<file path="src/ipsv_pkg.sv">
// Shared constants and types for the inverse Park / space-vector PWM block.
// No dependencies; imported by every module under src.
`timescale 1ns / 1ps

package ipsv_pkg;

  localparam int DATA_W   = 16;  // Q6.10 voltages and duty counts
  localparam int TRIG_W   = 12;  // Q2.10 cosine / sine
  localparam int PERIOD_W = 14;
  localparam int GAIN_W   = 11;
  localparam int CFG_W    = 14;  // widest register
  localparam int ADDR_W   = 2;
  localparam int TIME_W   = 20;  // scaled sector time before 16-bit wrap

  // Register indexes on the configuration port
  localparam logic [ADDR_W-1:0] REG_PERIOD = 2'd0;
  localparam logic [ADDR_W-1:0] REG_GAIN   = 2'd1;

  localparam logic [PERIOD_W-1:0] PERIOD_RESET = 14'd1023;
  localparam logic [GAIN_W-1:0]   GAIN_RESET   = 11'd94;

  // sqrt(3)/2 in Q2.10
  localparam logic signed [11:0] SQRT3_HALF = 12'sd886;

  typedef logic signed [DATA_W-1:0] sample_t;
  typedef logic signed [TIME_W-1:0] stime_t;

  // Sector numbers (start angle / 60 degrees)
  typedef enum logic [2:0] {
    SEC0 = 3'd0,
    SEC1 = 3'd1,
    SEC2 = 3'd2,
    SEC3 = 3'd3,
    SEC4 = 3'd4,
    SEC5 = 3'd5
  } sector_t;

endpackage

</file>
<file path="src/ipsv_park.sv">
// Inverse Park rotation, two register stages: products, then sum/difference.
// Depends on ipsv_pkg.
`timescale 1ns / 1ps

module ipsv_park import ipsv_pkg::*; (
  input  logic                     clk,
  input  sample_t                  volt_d,
  input  sample_t                  volt_q,
  input  logic signed [TRIG_W-1:0] cos_theta,
  input  logic signed [TRIG_W-1:0] sin_theta,
  output sample_t                  volt_alpha,
  output sample_t                  volt_beta
);

  logic signed [DATA_W+TRIG_W-1:0] prod_dc;
  logic signed [DATA_W+TRIG_W-1:0] prod_qs;
  logic signed [DATA_W+TRIG_W-1:0] prod_ds;
  logic signed [DATA_W+TRIG_W-1:0] prod_qc;

  always_ff @(posedge clk) begin
    prod_dc <= volt_d * cos_theta;
    prod_qs <= volt_q * sin_theta;
    prod_ds <= volt_d * sin_theta;
    prod_qc <= volt_q * cos_theta;
  end

  // Q6.10 floor shift, wrap to 16 bits
  always_ff @(posedge clk) begin
    volt_alpha <= prod_dc[25:10] - prod_qs[25:10];
    volt_beta  <= prod_ds[25:10] + prod_qc[25:10];
  end

endmodule

</file>
<file path="config.mk">
export PLATFORM = sky130hd
export DESIGN_NAME = ipsv_park
export DESIGN_NICKNAME = d
export VERILOG_FILES = /design/src/ipsv_pkg.sv /design/src/ipsv_park.sv
export SDC_FILE = /design/constraint.sdc
export NUM_CORES = 2
export LEC_CHECK = 0
export BUFFER_PORTS_ARGS = -buffer_cell sky130_fd_sc_hd__clkbuf_2
export CAP_MARGIN = 20
export CORE_MARGIN = 1.5
export CORE_UTILIZATION = 62
export CTS_CLUSTER_SIZE = 12
export DETAILED_ROUTE_END_ITERATION = 8
export PLACE_DENSITY = 0.76
export SETUP_SLACK_MARGIN = 0.02
export SYNTH_ARGS = -nofsm -noshare
export SYNTH_HDL_FRONTEND = slang
export SYNTH_SLANG_ARGS = --single-unit
</file>
<file path="constraint.sdc">
create_clock -name clk -period 6.9 [get_ports clk]
set_input_delay 0 -clock clk [delete_from_list [all_inputs] [get_ports clk]]
set_output_delay 0 -clock clk [all_outputs]
set_load 0.02 [all_outputs]
</file>
==> summary.md <==
| Metric | Value |
|---|---|
| Status | finished clean |
| Tcrit/Tclk final | roughly four fifths |
| Comb pwr share | 88.1% |
| Largest buffer count on any clock path | 2 |
| CP peak stage delay | 0.69 ns |
| Clock tree from TritonCTS | built |
| Worst path slowest cell | clkbuf_2 |
| Pwr/cell area | ~500 nW/µm² |
| Worst IR Drop VDD | 449 µV |
| Number of synthesized flops with an enable pin | 0 |
| Max Freq | 178 MHz |
| Net Sw Power | 7.70 mW |
| Cell mode on critical path | fa_1 |
| Hpwl dp | 49,200 µm |
| Sw Ratio | 52.0% |
| CP Class | primary input to register |
| #FFs+latches synth | 96 |
| Die width | 217 µm |
| Slew margin rel. | 36.7% |
| RSZ-0062 raised after global routing | false |
| Fillers | 3,734 |
| Post-synthesis adder-cell area fraction | 57.7% |
| Final setup vio count | 0 |
| CTS sink count | 96 |
| Row count | 78 |
| Final Skew | 0.00477 ns |
| H-tree lvl count | 3 |
| Share of cells above drive strength 1 | 3.90% |
| Met2 Use GR | 49.1% |
| Internal power | 7.12 mW |
| Met1 Track Usage GR | 38.5% |
| Reg power frac | 8.2% |
| Min Tclk post-route | 5.61 ns |
| Core Box Area | 45,300 µm² |
| Busiest grt layer | met2 |
| Total wire length | 62,800 µm |
| Sequential Area | 1920 µm² |
| Syn_area_per_cell | 8.87 µm² |
| CP Launch Point | sin_theta[6] |
| Antenna violations before repair | 0 |
| Clock Latency Late Sink | 0.37 ns |
| CTS Hold Bufs | 0 |
| Pins Over Slew Limit | 0 |
| Clock power frac | 3.7% |
| Post-synth ARST share | 0% |
| DR vias | 20,700 |
| Cells after Synth | around 3,200 |
| Worst setup EP type | register |
| Multi-input gate area | 22,800 µm² |
| Synth top area cells | fa_1, inv_1, ha_1 |
| Total overflow reported by the global router | 0 |
| Lkg Pwr | 15.3 nW |
| Ys flop type | dfxtp_1 |
| Synth cell types | 54 |
| Hold_sp | prod_qc[10] |
| Total GRT Usage | 29.1% |
| Post-CTS sizing | 0 |
| Syn_nets | 4,161 |
| Initial Util | 62.6% |
| Final design area excluding fillers | 29,400 µm² |
| Final Hold Viols | 0 |
| Crit-path max FO | 32 |
| Number of max-cap violations | 0 |
| Crit start category | primary input |
| Setup TNS | 0 ns |
| DR pass1 iterations | 5 |
| Remaining routing DRC violations | 0 |
| Worst Tran Pin Value | 0.950 ns |
| CP required | 7.20 ns |
| Mapped cell area | approximately 28,000 µm² |
| Worst hold-check path type | register to register |
| Vias in the first global route | 22,700 |
| GPL Wtd Cong | approximately 0.88 |
| Worst reg2reg path startpoint | prod_ds[13] |
| ANT nets after route | 0 |
| Clock transition at path regs | 0.07 ns |
| First-pass GRT wire length | 109,000 µm |
| Compound-cell area share of the yosys netlist | 3.76% |
| Area leader, netlist | fa_1 |
| Crit path DAT | 5.91 ns |
| Postcts setup bufs | 0 |
| Met3 Track Usage GR | around 4.6% |
| Largest net degree at the start of global routing | 34 |
| DR iter-0 viols | 1,357 |
| Top-area cell type share of the netlist area | a little under half |
| Main combinational cell family by area after synthesis | adder cells |
| Synth Area in Simple Gates | 15.4% |
| YS warnings | 0 |
| Area of the die | around 47,000 µm² |
| Root Driver | clkbuf_16 |
| N_diodes | 0 |
| CP cell instances | clkbuf_2, nand2_1, fa_1, fa_1, fa_1, inv_1, fa_1, inv_1, fa_1, inv_1, ha_1, or2_1, a21oi_2, a311oi_2, o311a_1, a221o_1, or4_4, a31oi_4, xnor2_1 |
| Placed cell areas | 29,100 µm² |
| Num ports | between 80 and 90 |
| Mux share of post-synthesis cell area | 0% |
| PortBufs | 88 |
| NumNets Final | 4,138 |
| CTS buffer count | 9 |
| Via-to-Cell Ratio | between 5 and 6 |
| Synth Area in XOR/XNOR | 3.64% |
| Die Y | 217 µm |
| Routed WL per cell | 16.6 µm |
| Post-synthesis sequential area ratio | around 6.8% |
| Area delta synth->final | 3.82% |
## per-stage QoR
step	utilization (%)	instances	setup WS, ns	hold slack [ns]	total power, mW
after floorplan	-	3196	1.57	0.339	11.5
after global placement	64.4	3762	1.12	0.415	13.7
after detailed placement	64.4	3762	1.01	0.414	14.2
after CTS	65.0	3777	1.39	0.464	14.9
after global routing	65.0	3777	1.09	0.495	16.8
final	65.0	3777	1.29	0.458	14.8
## cell usage after synthesis (5+ instances only)
master and count:
a31oi_1 7, a21o_1 16, nand3_1 17, o21ai_0 12, xnor2_1 99, nand2b_1 26, inv_1 824, nor3_1 36
fa_1 666, a21oi_1 43, xor2_1 19, nor2_1 103, a211oi_1 9, or3_1 11, nand4_1 5, nand2_1 521
o21a_1 22, o21ai_1 9, and3_1 10, clkbuf_1 134, and2_1 205, ha_1 242, dfxtp_1 96, nor2b_1 11
## power by group through the flow
stage          clock [mW]  combinational [mW]  sequential (mW)
3_3_place_gp            0                12.4             1.23
3_5_place_dp            0                13.0             1.24
2_1_floorplan           0                10.2             1.32
6_report            0.543                13.1             1.22
4_1_cts             0.561                13.1             1.23
5_1_grt             0.580                15.0             1.25
## registers in the layout, summed over array words and instances, names as in the netlist
name / cells
prod_ds: 16
volt_alpha: 16
volt_beta: 16
prod_qc: 16
prod_qs: 16
prod_dc: 16
## cell families after synthesis
logic type	Yosys count
buf+inv	960
simple gates	957
fa+ha+maj	908
compound gates	157
xor+xnor	118
flops	96
## cell type report
| type | instances | share of cell area [%] |
|---|---|---|
| well taps | 600 | 2.55 |
| inverters | 826 | 10.5 |
| repair buffers | 100 | 1.80 |
| clock inverters | 4 | 0.183 |
| clock buffers | 11 | 0.858 |
| multi-input cells | 2140 | 77.6 |
| flip-flops and latches | 96 | 6.53 |
## cell usage in the layout, fill, tap and decap left out, types with 3 or more instances in the layout
cell type	count
a21boi_1	3
a21o_1	16
a22o_1	3
a2111oi_0	4
clkbuf_2	88
a211oi_1	9
a21oi_1	43
ha_1	242
xor2_1	19
a211o_1	3
nand2b_1	26
inv_1	824
nor2b_1	11
and2_1	205
o21ai_0	12
buf_4	12
fa_1	666
and3_1	10
dfxtp_1	96
o21ai_1	9
o31ai_1	4
clkbuf_16	9
nand4_1	5
o21a_1	22
nand2_1	521
nor2_1	103
nor3_1	36
nand3_1	17
a311oi_1	3
nor4_1	3
a31oi_1	7
xnor2_1	99
o21bai_1	3
or3_1	11
## metal layers
| layer | part of all wire [%] | vias to the layer above |
|---|---|---|
| met3 | 8.2 | 122 |
| met2 | 48 | 933 |
| met5 | 0 | - |
| met1 | 40 | 10400 |
| li1 | - | 9185 |
| met4 | 3.7 | 0 |
## worst max-delay path, delay by kind of cell
| family | cells | cell delay, ns |
|---|---|---|
| AOI/OAI and AO/OA | 5 | 1.28 |
| xor gates and xnor gates | 1 | 0.13 |
| adders and majority gates | 6 | 2.76 |
| buffers and inverters | 4 | 0.84 |
| and+or+nand+nor | 3 | 0.88 |
## final timing paths
kind	end	slack, ns	cells past startpoint
worst min-delay path	volt_beta[0]	0.46	1
worst min register to register	volt_beta[0]	0.46	1
worst max-delay path	prod_ds[25]	1.29	19
worst max register to register	volt_beta[15]	4.11	9
No activity file was read; power rests on OpenSTA's default activity.
