==> config.mk <==
export PLATFORM = sky130hd
export DESIGN_NAME = ipsv_scale
export DESIGN_NICKNAME = d
export VERILOG_FILES = /design/src/ipsv_pkg.sv /design/src/ipsv_scale.sv
export SDC_FILE = /design/constraint.sdc
export NUM_CORES = 1
export LEC_CHECK = 0
export ABC_AREA = 1
export BUFFER_PORTS_ARGS = -buffer_cell sky130_fd_sc_hd__buf_2
export CAP_MARGIN = 20
export CORE_MARGIN = 4
export CORE_UTILIZATION = 40
export CTS_CLUSTER_DIAMETER = 50
export DETAILED_ROUTE_END_ITERATION = 6
export GPL_TIMING_DRIVEN = 1
export PLACE_DENSITY_LB_ADDON = 0.15
export SYNTH_ARGS = -nofsm -noshare
export SYNTH_HDL_FRONTEND = slang
export SYNTH_SLANG_ARGS = --single-unit
==> constraint.sdc <==
create_clock -name clk -period 6.1 [get_ports clk]
set_input_delay 0.61 -clock clk [delete_from_list [all_inputs] [get_ports clk]]
set_output_delay 0.61 -clock clk [all_outputs]
set_load 0.01 [all_outputs]
==> src/ipsv_pkg.sv <==
// Shared constants and types for the inverse Park / space-vector PWM block.
// No dependencies; imported by every module under src.
`timescale 1ns / 1ps

package ipsv_pkg;

  localparam int DATA_W   = 16;  // Q6.10 voltages and duty counts
  localparam int TRIG_W   = 12;  // Q2.10 cosine / sine
  localparam int PERIOD_W = 14;
  localparam int GAIN_W   = 11;
  localparam int CFG_W    = 14;  // widest register
  localparam int ADDR_W   = 2;
  localparam int TIME_W   = 20;  // scaled sector time before 16-bit wrap

  // Register indexes on the configuration port
  localparam logic [ADDR_W-1:0] REG_PERIOD = 2'd0;
  localparam logic [ADDR_W-1:0] REG_GAIN   = 2'd1;

  localparam logic [PERIOD_W-1:0] PERIOD_RESET = 14'd1023;
  localparam logic [GAIN_W-1:0]   GAIN_RESET   = 11'd94;

  // sqrt(3)/2 in Q2.10
  localparam logic signed [11:0] SQRT3_HALF = 12'sd886;

  typedef logic signed [DATA_W-1:0] sample_t;
  typedef logic signed [TIME_W-1:0] stime_t;

  // Sector numbers (start angle / 60 degrees)
  typedef enum logic [2:0] {
    SEC0 = 3'd0,
    SEC1 = 3'd1,
    SEC2 = 3'd2,
    SEC3 = 3'd3,
    SEC4 = 3'd4,
    SEC5 = 3'd5
  } sector_t;

endpackage

==> src/ipsv_scale.sv <==
// Sector time scaling: gain (unsigned Q1.10), times period, divide by 1024 toward zero.
// Three register stages. Depends on ipsv_pkg.
`timescale 1ns / 1ps

module ipsv_scale import ipsv_pkg::*; (
  input  logic                clk,
  input  sample_t             time_in,
  input  logic [GAIN_W-1:0]   voltage_gain,
  input  logic [PERIOD_W-1:0] pwm_period,
  output stime_t              time_out
);

  logic signed [DATA_W+GAIN_W:0]   prod_gain;
  logic signed [DATA_W+PERIOD_W:0] prod_period;
  logic signed [DATA_W+PERIOD_W:0] biased;
  sample_t                         gained;

  assign gained = prod_gain[25:10];
  // add 1023 to negative values so the shift truncates toward zero
  assign biased = prod_period +
                  $signed({{(DATA_W+PERIOD_W-9){1'b0}}, {10{prod_period[DATA_W+PERIOD_W]}}});

  always_ff @(posedge clk) begin
    prod_gain   <= time_in * $signed({1'b0, voltage_gain});
    prod_period <= gained * $signed({1'b0, pwm_period});
    time_out    <= biased[TIME_W+9:10];
  end

endmodule
==> results by group, run 1 <==
Logic synthesis
  – Yosys top cell by area: fa_1
  – Mean Syn Cell Area: roughly 7.4 um2
  – Area contributors post-synth: fa_1 40%, inv_1 15%, nand2_1 14%
  – Post-synthesis sequential area ratio: 0.0726
  – Post-synthesis cell type count: 40
  – Syn_nets: between 3000 and 4000
  – Mapped Cells: roughly 2500
  – Synthesis-stage register bit count: 67
  – Cell area after synthesis: between 0.015 and 0.02 mm2
  – EDFF count, synth: 0
  – Post-synth ARST share: 0
  – Synth Flop Type: dfxtp_1
  – Yosys top cell area share: 0.401
  – Synthesis Warnings: 0

Critical path
  – Top cell by count, worst path: fa_1
  – Buf/Inv on CP: 3
  – CP delay by family, top: adder cells
  – Worst Setup Start Kind: flop
  – Crit-path max cell delay: approximately 0.75 ns
  – Worst reg2reg setup slack: ~0.34 ns
  – CP Capture Type: flop
  – WS Path Type: reg -> reg
  – Slowest CP cell: fa_1
  – Critical path arrival: between 6 and 7 ns
  – FF-to-FF path depth: 18
  – Crit-path cells: nand2_1 > fa_1 > fa_1 > inv_1 > fa_1 > inv_1 > fa_1 > fa_1 > fa_1 > inv_1 > ha_1 > nand2_1 > nor2_1 > nand2_1 > nor3_1 > o21ai_1 > nand3_1 > nand2_1
  – Crit path required time: 6.35 ns
  – CP Depth: 18
  – Max FO, Critical Path: 7

Run
  – Max cap viols: 0

Placement
  – Port Buffers: 61
  – Post-place setup slack: 0.100 ns
  – Placer Congestion: between 0.8 and 0.9
  – Dpl hpwl: 40700 um

Global route
  – All-Layer GR Usage: 0.194
  – Global-route wire length before repair: around 79000 um
  – Vias in the first global route: approximately 16000
  – Largest net degree at the start of global routing: 19
  – Initial antenna violation count: 3
  – Total grt overflow: 0

Floorplanning
  – Die height: roughly 220 um
  – Die width: around 220 um
  – Full die area: ~0.050 mm2
  – Number of placed I/O pins: 62
  – Core area: 0.0455 mm2
  – Starting density of the core: 0.406
  – Row Count: 78

Timing
  – Fin crit share: 0.945
  – Pins Over Slew Limit: 0
  – RSZ-0062 raised after global routing: false
  – Worst Hold Slack: 0.479 ns
  – Top achievable clock speed: ~170 MHz
  – Clock Skews: between 0.01 and 0.015 ns
  – Final setup viols: 0
  – Crit path time final: a little under 6 ns
  – Worst-margin pin slew: 0.723 ns
  – Max_slew headroom: 0.517
  – Final hold violations: 0
  – Fin Setup TNS: 0 ns
  – Final worst setup slack: 0.337 ns

Detailed routing
  – # DRC: 1
  – Vias per inst: 4.74
  – Antenna Nets Post-Route: 0
  – Total wire length: approximately 46000 um
  – First-pass DRT Iterations: 7
  – Wire length per cell: around 15 um
  – DRT iter0 DRCs: ~760
  – DR vias: roughly 15000

Clocking
  – Deepest level of the CTS H-tree: 3
  – Cts bufs inserted: 9
  – Clock Latency Late Sink: about 0.36 ns
  – CTS tree: done
  – Max clock buf depth: 2
  – Clock sink total: between 60 and 70
  – CTS Hold Buffers Added: 0
  – Root buf cell: clkbuf_16
  – CTS clk-pin slew, worst paths: 0.07 ns

Finish
  – Layout area overhead: 6.80%
  – Util after Layout: 0.434
  – Final nets: 3051
  – Ratio of cells with drive above 1 in the final layout: 0.0610

Outcome
  – Failing checks: DRC
  – Status: complete, but fails checks

Worst hold path
  – Hold Crit Class: reg -> reg
  – Hold depth: 2
[cell families after synthesis]
kind of cell    Yosys count  synth area share
compound gates          118            0.0373
fa+ha+maj               507             0.494
simple gates            908             0.203
flops                    67            0.0726
buf+inv                 842             0.172
xor+xnor                 44            0.0209
[cell type report]
cell class	instances	area, um2
fill	4773	25800
multi-input combinational	1577	13900
inverter	760	2850
sequential	67	1340
tap	600	751
timing repair buffer	87	500
clock buffer	9	225
clock inverter	7	98.8
antenna	1	2.50
[registers in the layout (all words and copies together), names as in the netlist]
name and cells:
prod_period 31, time_out 20, prod_gain 16
[cells in the final DEF, fill, tap and decap left out, types with 30 or more instances in the layout]
master,netlist,routed
fa_1,370,370
ha_1,137,137
dfxtp_1,67,67
nand3_1,58,58
nand2_1,670,670
nor2_1,87,87
a21oi_1,58,57
xor2_1,30,30
buf_2,2,61
inv_1,757,757
[metal layers]
layer | vias up | global-route usage | wire, um
li1 | 7086 | - | -
met1 | 7302 | 0.253 | 20000
met2 | 281 | 0.354 | 23000
met3 | 58 | 0.0190 | 1790
met4 | 4 | 0.0392 | 765
met5 | - | 0 | 23
[worst paths after layout]
check	to	startpoint
setup / recovery	prod_period[28]	prod_gain[25]
hold / removal	time_out[19]	prod_period[29]
setup reg to reg	prod_period[28]	prod_gain[25]
hold reg to reg	time_out[19]	prod_period[29]
[timing repair]
item | in CTS | in global routing
buffers inserted | 0 | 0
gates resized for setup | 0 | 1
setup endpoints to repair | 0 | 1
[per-stage QoR]
| step | area [um2] | instances |
|---|---|---|
| floorplan | 18500 | 2486 |
| global placement | 19400 | 3091 |
| detailed placement | 19400 | 3091 |
| CTS | 19700 | 3107 |
| global route | 19700 | 3107 |
| finish | 19700 | 3108 |
[cell usage after synthesis, types with 14 or more instances]
| library cell | number |
|---|---|
| ha_1 | 137 |
| o21ai_0 | 26 |
| nand4_1 | 23 |
| nor2_1 | 87 |
| nor3_1 | 16 |
| fa_1 | 370 |
| a21oi_1 | 58 |
| inv_1 | 757 |
| nand2_1 | 670 |
| nand3_1 | 58 |
| dfxtp_1 | 67 |
| xor2_1 | 30 |
| nand2_2 | 23 |
| xnor2_1 | 14 |
| clkbuf_1 | 76 |
[tightest hold or removal path, cell delays in order (launching register included)]
cell	delay, ns
dfxtp_1	0.32
nand2_1	0.06
nand2_1	0.05
Power of run 1 is not shown: default switching activity piles up to over one toggle a cycle in this logic, so the estimate is an artifact.
==> run 2, diff against run 1 <==
--- a/config.mk
+++ b/config.mk
@@ -10,6 +10,7 @@
 export CAP_MARGIN = 20
 export CORE_MARGIN = 4
 export CORE_UTILIZATION = 40
+export CTS_BUF_LIST = sky130_fd_sc_hd__clkbuf_8
 export CTS_CLUSTER_DIAMETER = 50
 export DETAILED_ROUTE_END_ITERATION = 6
 export GPL_TIMING_DRIVEN = 1
==> results by group, run 2 (synthesized netlist as in run 1, its figures left out) <==
Outcome
  – Status: finished clean (was complete, but fails checks)

Critical path
  – Crit-path cells: nand2_1 > fa_1 > fa_1 > inv_1 > fa_1 > inv_1 > fa_1 > fa_1 > fa_1 > inv_1 > ha_1 > nand2_1 > nor2_1 > nand2_1 > nor3_1 > o21ai_1 > nand3_1 > nand2_1 (unchanged)
  – Crit path required time: 6.39 ns (was 6.35 ns)
  – Worst Setup Start Kind: flop (unchanged)
  – Buf/Inv on CP: 3 (unchanged)
  – Crit-path max cell delay: 0.75 ns (about the same)
  – WS Path Type: reg -> reg (unchanged)
  – CP Capture Type: flop (unchanged)
  – Critical path arrival: 6.04 ns (was 6.01 ns)
  – Slowest CP cell: fa_1 (unchanged)
  – Max FO, Critical Path: 7 (unchanged)
  – Top cell by count, worst path: fa_1 (unchanged)
  – CP delay by family, top: adder cells (unchanged)

Finish
  – Top reg by flops: prod_period (unchanged)
  – Layout area overhead: 6.27% (was 6.80%)
  – Most common cell after layout, fill and taps aside: inv_1 (unchanged)
  – Max FFs per register: 31 (unchanged)
  – Most frequent cells in the layout: 757 x inv_1, 670 x nand2_1, 370 x fa_1 (unchanged)
  – Biggest registers after layout: prod_period: 31 flops, time_out: 20 flops, prod_gain: 16 flops (unchanged)
  – Ratio of cells with drive above 1 in the final layout: 0.0610 (unchanged)
  – Final nets: 3051 (unchanged)

Floorplanning
  – Core area: 0.0455 mm2 (unchanged)
  – Full die area: 0.0497 mm2 (unchanged)
  – Die height: 223 um (unchanged)
  – Number of placed I/O pins: 62 (unchanged)
  – Die width: 223 um (unchanged)
  – Starting density of the core: 0.406 (unchanged)
  – Row Count: 78 (unchanged)

Clocking
  – CTS Hold Buffers Added: 0 (unchanged)
  – CTS clk-pin slew, worst paths: 0.10 ns (was 0.07 ns)
  – CTS tree: done (unchanged)
  – Max clock buf depth: 2 (unchanged)
  – Clock Latency Late Sink: 0.39 ns (was 0.36 ns)
  – Number of setup buffers added after CTS: 0 (unchanged)
  – Root buf cell: clkbuf_8 (was clkbuf_16)
  – Clock sink total: 67 (unchanged)
  – Cts bufs inserted: 9 (unchanged)
  – Deepest level of the CTS H-tree: 3 (unchanged)

Global route
  – Largest net degree at the start of global routing: 19 (unchanged)
  – Initial antenna violation count: 3 (unchanged)
  – Total grt overflow: 0 (unchanged)
  – Global-route wire length before repair: 79400 um (was 79500 um)
  – Vias in the first global route: 16180 (was 16158)
  – All-Layer GR Usage: 0.194 (about the same)

Timing
  – Max_slew headroom: 0.538 (was 0.517)
  – RSZ-0062 raised after global routing: false (unchanged)
  – Pins Over Slew Limit: 0 (unchanged)
  – Worst-margin pin slew: 0.693 ns (was 0.723 ns)
  – Top achievable clock speed: 174 MHz (about the same)
  – Fin Setup TNS: 0 ns (unchanged)
  – Fin crit share: 0.943 (was 0.945)
  – Crit path time final: 5.75 ns (was 5.76 ns)
  – Final hold violations: 0 (unchanged)
  – Final setup viols: 0 (unchanged)
  – Clock Skews: 0.0200 ns (was 0.0141 ns)

Detailed routing
  – First-pass DRT Iterations: 5 (was 7)
  – Antenna Nets Post-Route: 0 (unchanged)
  – Wire length per cell: 14.7 um (about the same)
  – Total wire length: 45600 um (about the same)
  – Vias per inst: 4.73 (was 4.74)
  – # DRC: 0 (was 1)
  – DRT iter0 DRCs: 757 (was 759)
  – DR vias: 14710 (was 14731)

Placement
  – Port Buffers: 61 (unchanged)
  – Placer Congestion: 0.875 (unchanged)
  – Dpl hpwl: 40700 um (unchanged)

Run
  – Max cap viols: 0 (unchanged)

Worst hold path
  – Hold Crit Class: reg -> reg (unchanged)
==> run 2: cell types whose count changed in the layout (fill, tap and decap cells not counted), sizes merged <==
cell   previous run  this run
diode             1         2
==> run 2: path summary, 6_finish.rpt <==
path	from	endpoint	slack (ns)	depth (start not counted)
setup reg to reg	prod_gain[25]	prod_period[28]	0.35	18
hold reg to reg	prod_period[29]	time_out[19]	0.49	2
setup / recovery	prod_gain[25]	prod_period[28]	0.35	18
hold / removal	prod_period[29]	time_out[19]	0.49	2
==> run 2: repair_timing <==
item	CTS	global route
endpoints found under the hold margin	0	0
gates resized for setup	0	1
endpoints found under the setup margin	0	1
==> run 2: final cells by class <==
class                   instances  area [um2]
fillers                      4785       25900
multi-input cells            1577       13900
inverters                     760        2850
flip-flops and latches         67        1340
well taps                     600         751
repair buffers                 87         500
clock buffers                   9         124
clock inverters                 7        98.8
diodes                          2        5.00
==> run 2: routing by layer <==
layer	wire length (um)	track usage	up-vias
met5	23	0	-
met4	830	0.0424	4
met3	1630	0.0194	57
met2	22800	0.352	242
met1	20300	0.252	7313
li1	-	-	7094
==> run 2: tightest hold or removal path, stage by stage, from the launching register on <==
cell and delay, ns:
dfxtp_1 0.33, nand2_1 0.07, nand2_1 0.05
==> run 2: stage by stage <==
step	setup slack, ns	util	cells	hold slack [ns]	instance area, um2
floorplan	0.262	-	2486	0.410	18500
detailed placement	0.100	0.426	3091	0.466	19400
CTS	0.312	0.431	3107	0.491	19600
global route	0.0233	0.431	3107	0.526	19600
global placement	0.154	0.426	3091	0.472	19400
finish	0.345	0.431	3109	0.490	19600
Power of run 2 is left out for the same reason.
==> run 3, diff against run 2 <==
--- a/config.mk
+++ b/config.mk
@@ -15,6 +15,7 @@
 export DETAILED_ROUTE_END_ITERATION = 6
 export GPL_TIMING_DRIVEN = 1
 export PLACE_DENSITY_LB_ADDON = 0.15
+export RECOVER_POWER = 100
 export SYNTH_ARGS = -nofsm -noshare
 export SYNTH_HDL_FRONTEND = slang
 export SYNTH_SLANG_ARGS = --single-unit
==> results by group, run 3 (synthesized netlist as in run 1, its figures left out) <==
Critical path
  – Worst reg2reg path endpoint: prod_period[28] (unchanged)
  – Slowest CP cell: fa_1 (unchanged)
  – Critical path arrival: 6.07 ns (was 6.04 ns)
  – Crit path required time: 6.39 ns (about the same)
  – Worst r2r src: prod_gain[25] (unchanged)
  – Crit-path max cell delay: 0.75 ns (about the same)
  – Top cell by count, worst path: fa_1 (unchanged)
  – Worst reg2reg setup slack: 0.32 ns (was 0.35 ns)
  – CP Capture Type: flop (unchanged)
  – Worst Setup Start Kind: flop (unchanged)
  – WS Path Type: reg -> reg (unchanged)
  – Crit-path cells: nand2_1 > fa_1 > fa_1 > inv_1 > fa_1 > inv_1 > fa_1 > fa_1 > fa_1 > inv_1 > ha_1 > nand2_1 > nor2_1 > nand2_1 > nor3_1 > o21ai_1 > nand3_1 > nand2_1 (unchanged)
  – FF-to-FF path depth: 18 (unchanged)
  – Max FO, Critical Path: 7 (unchanged)

Placement
  – Dpl hpwl: 40700 um (unchanged)
  – Port Buffers: 61 (unchanged)
  – Placer Congestion: 0.875 (unchanged)
  – Dpl cells: 3091 (unchanged)

Finish
  – Layout area overhead: 5.76% (was 6.27%)
  – Util after Layout: 0.429 (was 0.431)
  – Most common cell after layout, fill and taps aside: inv_1 (unchanged)
  – Seq. cell area: 0.00134 mm2 (unchanged)
  – Top reg by flops: prod_period (unchanged)
  – Ratio of cells with drive above 1 in the final layout: 0.0463 (was 0.0610)
  – Final non-filler cell total: 3108 (was 3109)
  – Most frequent cells in the layout: 757 x inv_1, 677 x nand2_1, 370 x fa_1 (was 757 x inv_1, 670 x nand2_1, 370 x fa_1)
  – Max FFs per register: 31 (unchanged)
  – Multi-input logic area: 0.0139 mm2 (about the same)
  – Final nets: 3051 (unchanged)
  – Fillers: 4804 (was 4785)
  – Biggest registers after layout: prod_period: 31 flops, time_out: 20 flops, prod_gain: 16 flops (unchanged)

Run
  – Max cap viols: 0 (unchanged)

Detailed routing
  – Antenna Nets Post-Route: 0 (unchanged)
  – # DRC: 0 (unchanged)
  – Vias per inst: 4.74 (was 4.73)
  – Wire length per cell: 14.7 um (about the same)
  – Total wire length: 45600 um (about the same)
  – First-pass DRT Iterations: 5 (unchanged)
  – DRT iter0 DRCs: 784 (was 757)
  – DR vias: 14733 (was 14710)

Floorplanning
  – Die height: 223 um (unchanged)
  – Number of placed I/O pins: 62 (unchanged)
  – Core area: 0.0455 mm2 (unchanged)
  – Row Count: 78 (unchanged)
  – Die width: 223 um (unchanged)
  – Full die area: 0.0497 mm2 (unchanged)
  – Starting density of the core: 0.406 (unchanged)

Timing
  – Crit path time final: 5.78 ns (was 5.75 ns)
  – Clock Skews: 0.0214 ns (was 0.0200 ns)
  – Max_slew headroom: 0.342 (was 0.538)
  – RSZ-0062 raised after global routing: false (unchanged)
  – Fin crit share: 0.948 (was 0.943)
  – Pins Over Slew Limit: 0 (unchanged)
  – Top achievable clock speed: 173 MHz (was 174 MHz)
  – Final setup viols: 0 (unchanged)
  – Fin Setup TNS: 0 ns (unchanged)
  – Final hold violations: 0 (unchanged)
  – Worst-margin pin slew: 0.986 ns (was 0.693 ns)

Worst hold path
  – Worst hold start: prod_period[29] (unchanged)
  – Hold depth: 2 (unchanged)
  – Hold Crit Class: reg -> reg (unchanged)
  – Min-Delay Endpoint: time_out[19] (unchanged)

Global route
  – Initial antenna violation count: 3 (unchanged)
  – Vias in the first global route: 16180 (unchanged)
  – All-Layer GR Usage: 0.194 (unchanged)
  – Total grt overflow: 0 (unchanged)
  – Global-route wire length before repair: 79400 um (unchanged)
  – Largest net degree at the start of global routing: 19 (unchanged)

Clocking
  – Root buf cell: clkbuf_8 (unchanged)
  – CTS clk-pin slew, worst paths: 0.10 ns (about the same)
  – Clock sink total: 67 (unchanged)
  – CTS tree: done (unchanged)
  – Cts bufs inserted: 9 (unchanged)
  – CTS Hold Buffers Added: 0 (unchanged)
  – Clock Latency Late Sink: 0.39 ns (about the same)
  – Deepest level of the CTS H-tree: 3 (unchanged)
  – Max clock buf depth: 2 (unchanged)
  – Number of setup buffers added after CTS: 0 (unchanged)

Outcome
  – Status: finished clean (unchanged)
[run 3: changes by cell type in the layout (fill, tap and decap cells not counted), sizes merged]
cell,change
diode,-1
clkbuf,+24
buf,-24
[run 3: critical path, delay by kind of cell, from the launching register on]
kind	cells	cell delay (ns)
fa+ha+maj	7	3.74
buf+inv	3	0.29
flops	1	0.53
simple gates	7	0.95
compound gates	1	0.15
[run 3: per-stage QoR]
stage / setup WS (ns) / hold slack, ns / instance area [um2]
after global routing: 0.0233 / 0.526 / 19500
after floorplan: 0.262 / 0.410 / 18500
after detailed placement: 0.100 / 0.466 / 19400
after global placement: 0.154 / 0.472 / 19400
final: 0.316 / 0.490 / 19500
after CTS: 0.312 / 0.491 / 19600
[run 3: final cells by class]
cell class | count | share of cell area
Timing Repair Buffer | 87 | 0.0239
Clock buffer | 9 | 0.00634
Inverter | 760 | 0.146
Clock inverter | 7 | 0.00506
Tap cell | 600 | 0.0384
Multi-Input combinational cell | 1577 | 0.711
Antenna cell | 1 | 0.000128
Sequential cell | 67 | 0.0687
[run 3: worst max path at each step]
stage	to	start
after floorplan	prod_period[30]	pwm_period[1]
after global placement	prod_period[25]	pwm_period[3]
after detailed placement	prod_period[30]	pwm_period[1]
after CTS	prod_period[28]	prod_gain[25]
after global routing	prod_period[30]	prod_gain[25]
final	prod_period[28]	prod_gain[25]
[run 3: repair_timing]
action | in CTS | in global routing
setup endpoints to repair | 0 | 1
endpoints found under the hold margin | 0 | 0
resized for setup | 0 | 1
[run 3: per-layer routing]
layer / wire [um] / vias to the layer above / GRT usage
met3: 1640 / 65 / 0.0194
met5: 15 / - / 0
met2: 22800 / 257 / 0.352
met1: 20200 / 7316 / 0.252
li1: - / 7091 / -
met4: 849 / 4 / 0.0424
Power of run 3 is left out for the same reason.
